$ cat src/rtl/cwm_pkg.sv
package cwm_pkg;

	// Default store geometry.
	localparam int MAX_ROWS_DEF        = 64;
	localparam int MAX_COLS_DEF        = 64;
	localparam int MAX_KERNEL_ROWS_DEF = 8;
	localparam int MAX_KERNEL_COLS_DEF = 8;

	// Fixed field widths.
	localparam int ACTION_W = 2;
	localparam int POS_W    = 6;
	localparam int VALUE_W  = 8;
	localparam int SUM_W    = 22;
	localparam int PROD_W   = 16;

	// Configuration port.
	localparam int CFG_IDX_W  = 3;
	localparam int CFG_DATA_W = 8;
	localparam int IMG_DIM_W  = 7;
	localparam int KER_DIM_W  = 4;
	localparam int RES_DIM_W  = 7;
	localparam int BIAS_W     = 8;

	localparam logic [CFG_IDX_W-1:0] REG_IMAGE_HEIGHT  = 3'd0;
	localparam logic [CFG_IDX_W-1:0] REG_IMAGE_WIDTH   = 3'd1;
	localparam logic [CFG_IDX_W-1:0] REG_KERNEL_HEIGHT = 3'd2;
	localparam logic [CFG_IDX_W-1:0] REG_KERNEL_WIDTH  = 3'd3;
	localparam logic [CFG_IDX_W-1:0] REG_RESULT_HEIGHT = 3'd4;
	localparam logic [CFG_IDX_W-1:0] REG_RESULT_WIDTH  = 3'd5;
	localparam logic [CFG_IDX_W-1:0] REG_OFFSET_BIAS   = 3'd6;

	// Register values after reset.
	localparam logic [IMG_DIM_W-1:0] IMAGE_HEIGHT_RST  = 7'd64;
	localparam logic [IMG_DIM_W-1:0] IMAGE_WIDTH_RST   = 7'd64;
	localparam logic [KER_DIM_W-1:0] KERNEL_HEIGHT_RST = 4'd3;
	localparam logic [KER_DIM_W-1:0] KERNEL_WIDTH_RST  = 4'd3;
	localparam logic [RES_DIM_W-1:0] RESULT_HEIGHT_RST = 7'd62;
	localparam logic [RES_DIM_W-1:0] RESULT_WIDTH_RST  = 7'd62;
	localparam logic [BIAS_W-1:0]    OFFSET_BIAS_RST   = 8'd0;

	// Action codes of an input word.
	localparam logic [ACTION_W-1:0] ACT_PIXEL = 2'd0;
	localparam logic [ACTION_W-1:0] ACT_TAP   = 2'd1;
	localparam logic [ACTION_W-1:0] ACT_QUERY = 2'd2;

	typedef enum logic [1:0] {
		ST_IDLE,
		ST_WALK,
		ST_DRAIN,
		ST_FINISH
	} cwm_state_t;

	// Commands from the controller to the datapath.
	typedef struct packed {
		logic write_pixel;
		logic write_tap;
		logic query_start;
		logic tap_step;
		logic load_out;
	} cwm_cmd_t;

	// Status from the datapath to the controller.
	typedef struct packed {
		logic in_range;
		logic no_taps;
		logic last_tap;
		logic pipe_busy;
	} cwm_stat_t;

endpackage

$ cat src/rtl/cwm_ctrl.sv
module cwm_ctrl (
	input  logic                         clk,
	input  logic                         arst_n,
	input  logic                         in_valid,
	input  logic [cwm_pkg::ACTION_W-1:0] in_action,
	output logic                         in_ready,
	input  logic                         out_ready,
	output logic                         out_valid,
	input  cwm_pkg::cwm_stat_t           stat,
	output cwm_pkg::cwm_cmd_t            cmd
);

	cwm_pkg::cwm_state_t state_q;
	cwm_pkg::cwm_state_t state_d;
	logic                out_valid_q;
	logic                accept;
	logic                out_free;

	assign accept   = in_valid && in_ready;
	assign out_free = !out_valid_q || out_ready;

	// Next state.
	always_comb begin
		state_d = state_q;
		case (state_q)
			cwm_pkg::ST_IDLE: begin
				if (accept && in_action == cwm_pkg::ACT_QUERY) begin
					state_d = cwm_pkg::ST_WALK;
				end
			end
			cwm_pkg::ST_WALK: begin
				if (!stat.in_range) begin
					state_d = cwm_pkg::ST_FINISH;
				end else if (stat.no_taps || stat.last_tap) begin
					state_d = cwm_pkg::ST_DRAIN;
				end
			end
			cwm_pkg::ST_DRAIN: begin
				if (!stat.pipe_busy) begin
					state_d = cwm_pkg::ST_FINISH;
				end
			end
			cwm_pkg::ST_FINISH: begin
				if (out_free) begin
					state_d = cwm_pkg::ST_IDLE;
				end
			end
			default: begin
				state_d = cwm_pkg::ST_IDLE;
			end
		endcase
	end

	// Outputs and commands.
	always_comb begin
		in_ready        = 1'b0;
		cmd             = '0;
		case (state_q)
			cwm_pkg::ST_IDLE: begin
				in_ready        = 1'b1;
				cmd.write_pixel = in_valid && in_action == cwm_pkg::ACT_PIXEL;
				cmd.write_tap   = in_valid && in_action == cwm_pkg::ACT_TAP;
				cmd.query_start = in_valid && in_action == cwm_pkg::ACT_QUERY;
			end
			cwm_pkg::ST_WALK: begin
				cmd.tap_step = stat.in_range && !stat.no_taps;
			end
			cwm_pkg::ST_DRAIN: begin
				cmd = '0;
			end
			cwm_pkg::ST_FINISH: begin
				cmd.load_out = out_free;
			end
			default: begin
				cmd = '0;
			end
		endcase
	end

	// State register.
	always_ff @(posedge clk or negedge arst_n) begin
		if (!arst_n) begin
			state_q <= cwm_pkg::ST_IDLE;
		end else begin
			state_q <= state_d;
		end
	end

	// The result word stays valid until the sink takes it.
	always_ff @(posedge clk or negedge arst_n) begin
		if (!arst_n) begin
			out_valid_q <= 1'b0;
		end else if (cmd.load_out) begin
			out_valid_q <= 1'b1;
		end else if (out_ready) begin
			out_valid_q <= 1'b0;
		end
	end

	assign out_valid = out_valid_q;

endmodule

$ cat config.mk
export PLATFORM = sky130hd
export DESIGN_NAME = cwm_ctrl
export DESIGN_NICKNAME = d
export VERILOG_FILES = /design/src/rtl/cwm_pkg.sv /design/src/rtl/cwm_ctrl.sv
export SDC_FILE = /design/constraint.sdc
export NUM_CORES = 1
export LEC_CHECK = 0
export BUFFER_PORTS_ARGS = -buffer_cell sky130_fd_sc_hd__buf_2
export CAP_MARGIN = 30
export CORE_AREA = 3 3 40 42
export CTS_CLUSTER_SIZE = 12
export DETAILED_ROUTE_END_ITERATION = 8
export DIE_AREA = 0 0 43 45
export PLACE_DENSITY = 0.53
export SLEW_MARGIN = 30
export SYNTH_ARGS = -nofsm -noshare
export SYNTH_HDL_FRONTEND = slang
export SYNTH_SLANG_ARGS = --single-unit
export TNS_END_PERCENT = 30
$ cat constraint.sdc
create_clock -name clk -period 4.2 [get_ports clk]
set_input_delay 0.42 -clock clk [delete_from_list [all_inputs] [get_ports clk]]
set_output_delay 0.42 -clock clk [all_outputs]
set_load 0.01 [all_outputs]
==> results of run 1 <==
[repair_timing]
action	4_1_cts	5_1_grt
setup buffers	0	0
hold buffers	1	0
hold endpoints to repair	3	0
[stage by stage]
stage | area [sq um] | power [mW] | hold slack (ps) | instances | util (%)
3_5_place_dp | 415 | 0.217 | 218 | 59 | 32.3
5_1_grt | 452 | 0.300 | 509 | 64 | 35.2
2_1_floorplan | 317 | 0.176 | 124 | 28 | -
4_1_cts | 452 | 0.272 | 475 | 64 | 35.2
3_3_place_gp | 415 | 0.219 | 216 | 59 | 32.3
6_report | 452 | 0.265 | 486 | 64 | 35.2
[cell families (layout without fill, tap and decap cells)]
family | count (synthesis) | in the layout
buf+inv | 2 | 23
fa+ha+maj | 5 | 5
flops | 3 | 3
simple gates | 14 | 14
mux | 2 | 2
compound gates | 2 | 2
[per-layer routing]
layer,share of wire [%],vias to the layer above,track usage (%)
met5,0,-,0
met4,2.1,0,9.04
met3,8.8,2,3.59
met2,46,12,11.4
met1,43,112,8.47
li1,-,142,-
[cells in the final DEF (no fill, tap or decap), drive strengths merged, types with 2 or more instances in the layout]
cell,instances
nand2b,2
inv,2
clkbuf,4
ha,5
and2,2
dfrtp,3
buf,16
and3b,2
nand2,2
nor3b,2
[layout make-up]
type	count	share of cell area, %
Inverter	2	1.66
Multi-Input combinational cell	23	51.8
Sequential cell	3	16.6
Clock buffer	4	5.82
Timing Repair Buffer	17	19.9
Tap cell	15	4.16
[sequential cells by signal, indices dropped and copies added (netlist names)]
signal / cells
out_valid: 1
state_q: 2
[synthesized netlist by cell type (all sizes together) (2+ instances only)]
cell type  number
dfrtp           3
and2            2
nand2b          2
inv             2
and3b           2
ha              5
nand2           2
nor3b           2
[power by group]
group	switching (mW)	internal, mW	total [mW]
clock network	0.0152	0.0356	0.0508
logic	0.0719	0.0832	0.155
registers	0.0143	0.0452	0.0595
total	0.101	0.164	0.265
[worst max-delay path by stage]
stage	slack (ps)	startpoint	end	cells after the start
global placement	2520	state_q[0]	cmd[2]	5
finish	2300	state_q[0]	cmd[3]	5
CTS	2280	state_q[0]	cmd[3]	5
floorplan	2530	state_q[0]	cmd[3]	4
global route	2110	state_q[0]	cmd[3]	5
detailed placement	2530	state_q[0]	state_q[1]	4
[tightest hold or removal path: cells and delay by family]
family        cells  cell delay (ps)
simple gates      2              170
buf+inv           1               80
==> results.md, run 1 <==
Cells and area:
- Of the cells placed in the final design, the portion with a size suffix greater than 1 is 49.0%.
- The multi-input combinational cells in the finished layout cover a total of 234 sq um.
- The number of fill cells in the layout is 135.
- The number of nets in the layout is 65.
- Summing all flip-flop and latch instances after layout gives 75.1 sq um.
- The count of antenna diodes in the layout is 0.
- The area growth from synthesis to layout is 42.7%.

STA:
- The actual transition at the worst max-transition pin is 328 ps.
- Setup repair after global routing left no endpoint under its margin.
- The worst path in the final design needs a cycle of 1900 ps, including I/O delays and setup.
- Setup violations remaining at the end of the flow were counted as 0.
- Static timing analysis puts the maximum clock frequency at 527 MHz.
- The headroom to the max-slew limit is 78.1%.
- Summed over all failing endpoints, the final setup total negative slack is 0 ps.
- In the finished design, the share of the clock period the worst path needs comes to 45.2%.
- Between clock sinks in the finished design, the worst skew comes to 0.321 ps.
- The minimum setup slack in the final design is 2300 ps.
- The total count of hold-check failures in the final report is 0.
- The count of final max-slew check failures came to 0.

Die:
- The initial utilization of the core area, before any placement, comes to 24.6%.
- The overall die width is 43 microns.
- During I/O placement, the number of pins put on the boundary was 17.
- The total die area is 1940 sq um.
- The number of placement rows is 13.
- The die height is 45 microns.
- The region available for standard cell placement spans 1280 sq um.

Yosys:
- Summing the areas of all xor and xnor instances in the mapped netlist gives 0% of the synthesized area.
- The number of storage elements in the synthesis netlist is 3.
- The yosys synthesis warning count is 0.
- The post-synthesis cell type count is 18.
- The synthesized netlist devotes 11.1% of its cell area to compound gates.
- The synthesized instance count is 28.
- The number of flops mapped to enable cells by yosys is 0.
- The largest family of logic cells by synthesized area is simple AND/OR/NAND/NOR gates.
- After synthesis, the share of cell area in mux cells is 7.91%.
- The post-synthesis instance area is 317 sq um.
- After Yosys synthesis, full adders, half adders and majority gates account for 19.8% of the synthesized area.
- Yosys attributes the largest share of cell area to sky130_fd_sc_hd__dfrtp_1 (24%), sky130_fd_sc_hd__ha_1 (20%), sky130_fd_sc_hd__a2111oi_4 (8.7%).
- The synthesized design devotes to its leading area cell type 23.7% of total area.
- The area fraction in and, or, nand and nor cells after synthesis is 35.2%.
- The share of flip-flops with an asynchronous set or reset is 100%.
- The post-synth net total is 43.
- Of all cell types, the one taking the most synthesized area is sky130_fd_sc_hd__dfrtp_1.
- In the synthesized netlist the dominant register cell turns out to be sky130_fd_sc_hd__dfrtp_1.
- Summing the sequential cell areas from Yosys gives 23.7% of the chip area.
- A synthesized cell averages 11.3 sq um.

Clock tree:
- For this design, the sink count on the clock tree is 3.
- The clock root buffer is sky130_fd_sc_hd__clkbuf_4.
- The clock latency at the later pin of the worst-skew pair is 230 ps.
- TritonCTS built the clock tree.
- After clock tree synthesis, the clock-pin slew on the worst setup and hold paths is 40 ps.
- CTS built an H-tree with a depth of 1.
- The total of cells resized after clock tree synthesis is 0.
- The clock buffer count from CTS is 3.
- In this run the deepest clock path goes through 2 buffers.

Job:
- Across the run, the number of max-cap violations was 0.

Setup path:
- On the critical path, the stage with the largest delay is an instance of sky130_fd_sc_hd__dfrtp_1.
- Grouping stages by cell kind, the critical path spends the most delay in flip-flops.
- The setup slack of the worst register-to-register path is 2540 ps.
- The largest stage delay on the critical path is 400 ps.
- The kind of end point of the critical path is an output port.
- The beginning of the worst register-to-register path is state_q[1].
- The signal on the critical path passes through inv_1 -> ha_1 -> nand2_1 -> nor3b_1 -> buf_2.
- The start-to-end type of the worst setup path is flip-flop to output port.
- The arrival time of the worst setup path is 1480 ps.
- The startpoint class of the critical path is a flip-flop.
- Data on the critical path is required at its endpoint by 3780 ps.
- The worst register-to-register path has a depth of 4.
- The number of buffers and inverters on the critical path is 2.
- Of all nets on the critical path, the largest fanout is 5.
- The worst reg2reg path endpoint is state_q[1].

Drt:
- In the routed design, unresolved DRC markers number 0.
- In the final routed layout, each cell accounts on average for 9.05 microns.
- After detailed routing, the number of vias per cell comes to 4.19.
- The final layout contains routed wiring with a total length of 579 microns.
- The count of nets left with antenna violations after detail routing is 0.
- Before antenna repair, the detailed router went through 2 iterations.
- In this run, the number of DRC markers left after iteration 0 of detailed routing was 3.
- The detailed router placed 268 vias in this run.

GRT:
- In the global route stage, overall resource usage came out at 8.09%.
- The via count of the first global-routing pass is 261.
- The pin count of the biggest net entering global routing is 6.
- The global-route congestion overflow total is 0.
- The initial antenna violation count is 0.
- The first global-routing pass estimated 1.05 mm of wire.

Worst hold path:
- The origin of the worst min-delay path is out_ready.
- The path with the worst hold slack has its endpoint at out_valid.
- Along the worst hold path, the cell count comes to 3.
- The class of the tightest hold or removal check is input pin to flip-flop.

Power:
- Across the VDD grid, the largest voltage drop is 0.220 mV.
- The static leakage power is 0.251 nW.
- Dividing total power by cell area gives a power density of 588 nW/um^2.

Placement:
- The congestion estimate from routability-driven global placement came to 0.655.
- Timing analysis after detailed placement gives a worst setup slack of 2530 ps.
- Once detailed placement completed, the half-perimeter wirelength came to 494 microns.
- The count of buffers from port buffering is 16.

Status:
- The flow ran to the end, and the final reports show no timing, DRC or antenna violations.
No activity file was read; power rests on OpenSTA's default activity.
==> run 2: changes to the inputs <==
clock period = 1.88 ns   (was 4.2 ns; I/O delays follow)
==> run 2 against run 1 <==
  * Sequential share of layout area unchanged
  * Power up 120%
  * Die area unchanged
  * Hold slack worse by 240 ps
  * Worst setup slack worse by 2100 ps
  * First-iteration DRC count down 33%
  * Critical path depth unchanged
  * Highest routed layer is now met3
==> results.md, run 2 (synthesis gave the netlist of run 1 again) <==
Die:
- Measured along the y axis, the die boundary spans 45 microns.
- The overall die width is 43 microns.
- The area inside the core boundary is 1280 sq um.
- The die covers 1940 sq um.
- The number of placement rows is 13.
- 17 I/O pins were placed.
- Once the floorplan was initialized, standard cells occupied 24.6% of the core.

Setup path:
- The highest-delay cell along the critical path is sky130_fd_sc_hd__dfrtp_1.
- The largest stage delay on the critical path is 400 ps.
- Of all nets on the critical path, the largest fanout is 5.
- The start-to-end type of the worst setup path is flip-flop to output port.
- Walking the worst path, the cells encountered are inv_1 -> ha_1 -> nand2_1 -> nor3b_1 -> buf_2.
- The worst path required time is 1690 ps.
- STA classifies the critical path startpoint as a flip-flop.
- STA classifies the critical path endpoint as an output port.
- STA puts the critical path data arrival time at 1500 ps.

Clock tree:
- The clock transition at the register clock pins on the worst setup and hold paths after CTS is 40 ps.
- The number of clock sinks is 3.
- The number of buffers on the longest clock path is 2.
- The CTS tree is done.
- The number of setup buffers added after CTS is 0.
- The clock latency at the later pin of the worst-skew pair is 230 ps.
- CTS built an H-tree with a depth of 1.
- In this run the clock root is driven by a sky130_fd_sc_hd__clkbuf_4.
- The clock buffer count from CTS is 3.

Power:
- The power dissipated by switching net loads is 0.228 mW.
- The worst-case IR drop observed on VDD is 0.446 mV.
- Power spread over the standard cell area amounts to 1310 nW/um^2.
- The combinational power share is 58.1%.
- In this run switching power makes up 38.4% of total power.
- Of the total power, the clock network draws 19.2%.
- The portion of total power attributed to sequential cells is 22.7%.
- The internal power of the cells is 0.366 mW.
- In this run the static leakage power is 0.251 nW.

Cells and area:
- The top cell types in the final layout, fill and taps aside, are sky130_fd_sc_hd__buf_2 (16), sky130_fd_sc_hd__ha_1 (5), sky130_fd_sc_hd__clkbuf_4 (3), sky130_fd_sc_hd__dfrtp_1 (3).
- The most flop-heavy register is state_q.
- The number of nets in the layout is 65.
- The number of antenna diodes in the final layout is 0.
- The flip-flop count of the largest register after layout is 2.
- Cells with a size suffix above 1 make up 49.0% of the layout.
- Leaving out filler cells and counting taps, the final layout contains 64.
- At the end of the flow the core is filled with cells to 35.2%.
- The number of fill cells in the layout is 129.
- The layout overhead on the synthesized area is 42.7%.
- The library cell used most frequently in the layout, excluding fill and tap cells, is sky130_fd_sc_hd__buf_2.

Drt:
- After detailed routing, the number of vias per cell comes to 4.06.
- In the final routed layout, each cell accounts on average for 9.03 microns.
- The remaining design rule violation count is 0.
- Across all layers, the routed design uses 260 vias.
- Before antenna repair, the detailed router went through 2 iterations.
- For this block, the initial DRC count from the detailed router was 2.
- The count of nets left with antenna violations once routing finished came out at 0.
- For this block, the routed nets add up to 578 microns of wire.

STA:
- The final setup violation count is 0.
- After layout, the worst setup slack is 197 ps.
- The total count of hold-check failures in the final report is 0.
- Hold is met by 250 ps.
- The count of final max-slew check failures is 0.
- The final setup skew is 0.541 ps.
- For this run, the top clock speed supported by timing is 594 MHz.
- The worst pin sits at a relative slew slack of 78.4%.
- Summed over all failing endpoints, the final setup total negative slack is 0 ps.
- The period utilization is 89.5%.
- At the pin with the least slew margin, the transition time is 324 ps.
- Setup repair after global routing left no endpoint under its margin.
- After layout, the minimum clock period comes to 1680 ps.

Job:
- Max-cap violations in this run came to 0.

GRT:
- The initial antenna violation count was 0.
- Global routing consumed, over all layers together, 8.00% of the routing resources.
- The global-route congestion overflow total is 0.
- The via count of the first global-routing pass was 259.
- The first global-routing pass estimated 1.03 mm of wire.
- The pin count of the biggest net entering global routing is 6.

Placement:
- The final estimated routing congestion in global placement is 0.670.
- Once placement completed, the tool counted placed cells totaling 59.
- The post-placement setup slack is 212 ps.
- Buffers placed on the I/O ports in this run total 16.
- The half-perimeter wire length of the detailed placement result is 483 microns.

Status:
- The run finished with clean final reports.

Worst hold path:
- The class of the tightest hold or removal check is input pin to flip-flop.
==> run 2: cell counts in the layout (fill, tap and decap cells not counted) <==
Identical to the previous run, type by type.
==> run 2: power groups by stage <==
stage          Clock, mW  Sequential [mW]  Combinational [mW]
2_1_floorplan          0            0.134               0.259
3_3_place_gp           0            0.136               0.345
3_5_place_dp           0            0.136               0.351
4_1_cts            0.121            0.136               0.353
5_1_grt            0.137            0.143               0.382
6_report           0.114            0.135               0.345
==> run 2: final timing paths <==
kind	startpoint	endpoint	slack, ps	cells past startpoint
min in group asynchronous	arst_n	state_q[0]	280	2
worst min register to register	out_valid	out_valid	540	2
worst min-delay path	out_ready	out_valid	250	3
worst max register to register	state_q[1]	state_q[1]	220	4
worst max-delay path	state_q[0]	cmd[2]	200	5
max in group asynchronous	arst_n	state_q[1]	1500	2
==> run 2: stage by stage <==
| stage | cell area, sq um | power (mW) |
|---|---|---|
| after detailed placement | 415 | 0.487 |
| after global routing | 452 | 0.662 |
| after global placement | 415 | 0.482 |
| after CTS | 452 | 0.609 |
| final | 452 | 0.593 |
| after floorplan | 317 | 0.393 |
==> run 2: final cells by class <==
type                       instances  area (sq um)  area share, %
clock buffer                       4          26.3           5.82
timing repair buffer              17          90.1           19.9
tap                               15          18.8           4.16
multi-input combinational         23           234           51.8
sequential                         3          75.1           16.6
inverter                           2          7.51           1.66
==> run 2: repair_timing <==
item                                    CTS  global route
gates resized for setup                   0             0
endpoints found under the setup margin    0             0
hold buffers                              1             0
hold endpoints to repair                  3             0
==> run 2: worst max-delay path, delay by kind of cell (launching register included) <==
kind	cells	cell delay (ps)
flip-flops	1	400
adder cells (fa/ha/maj)	1	250
AND/OR/NAND/NOR	2	310
buffers and inverters	2	310
==> run 2: metal layers <==
| layer | GRT usage (%) | part of all wire [%] | routed length, microns | vias to the layer above |
|---|---|---|---|---|
| li1 | - | - | - | 141 |
| met1 | 8.21 | 43 | 249 | 109 |
| met2 | 10.5 | 48 | 280 | 10 |
| met3 | 3.59 | 8.3 | 48 | 0 |
| met4 | 10.8 | 0 | 0 | 0 |
| met5 | 0 | 0 | 0 | - |
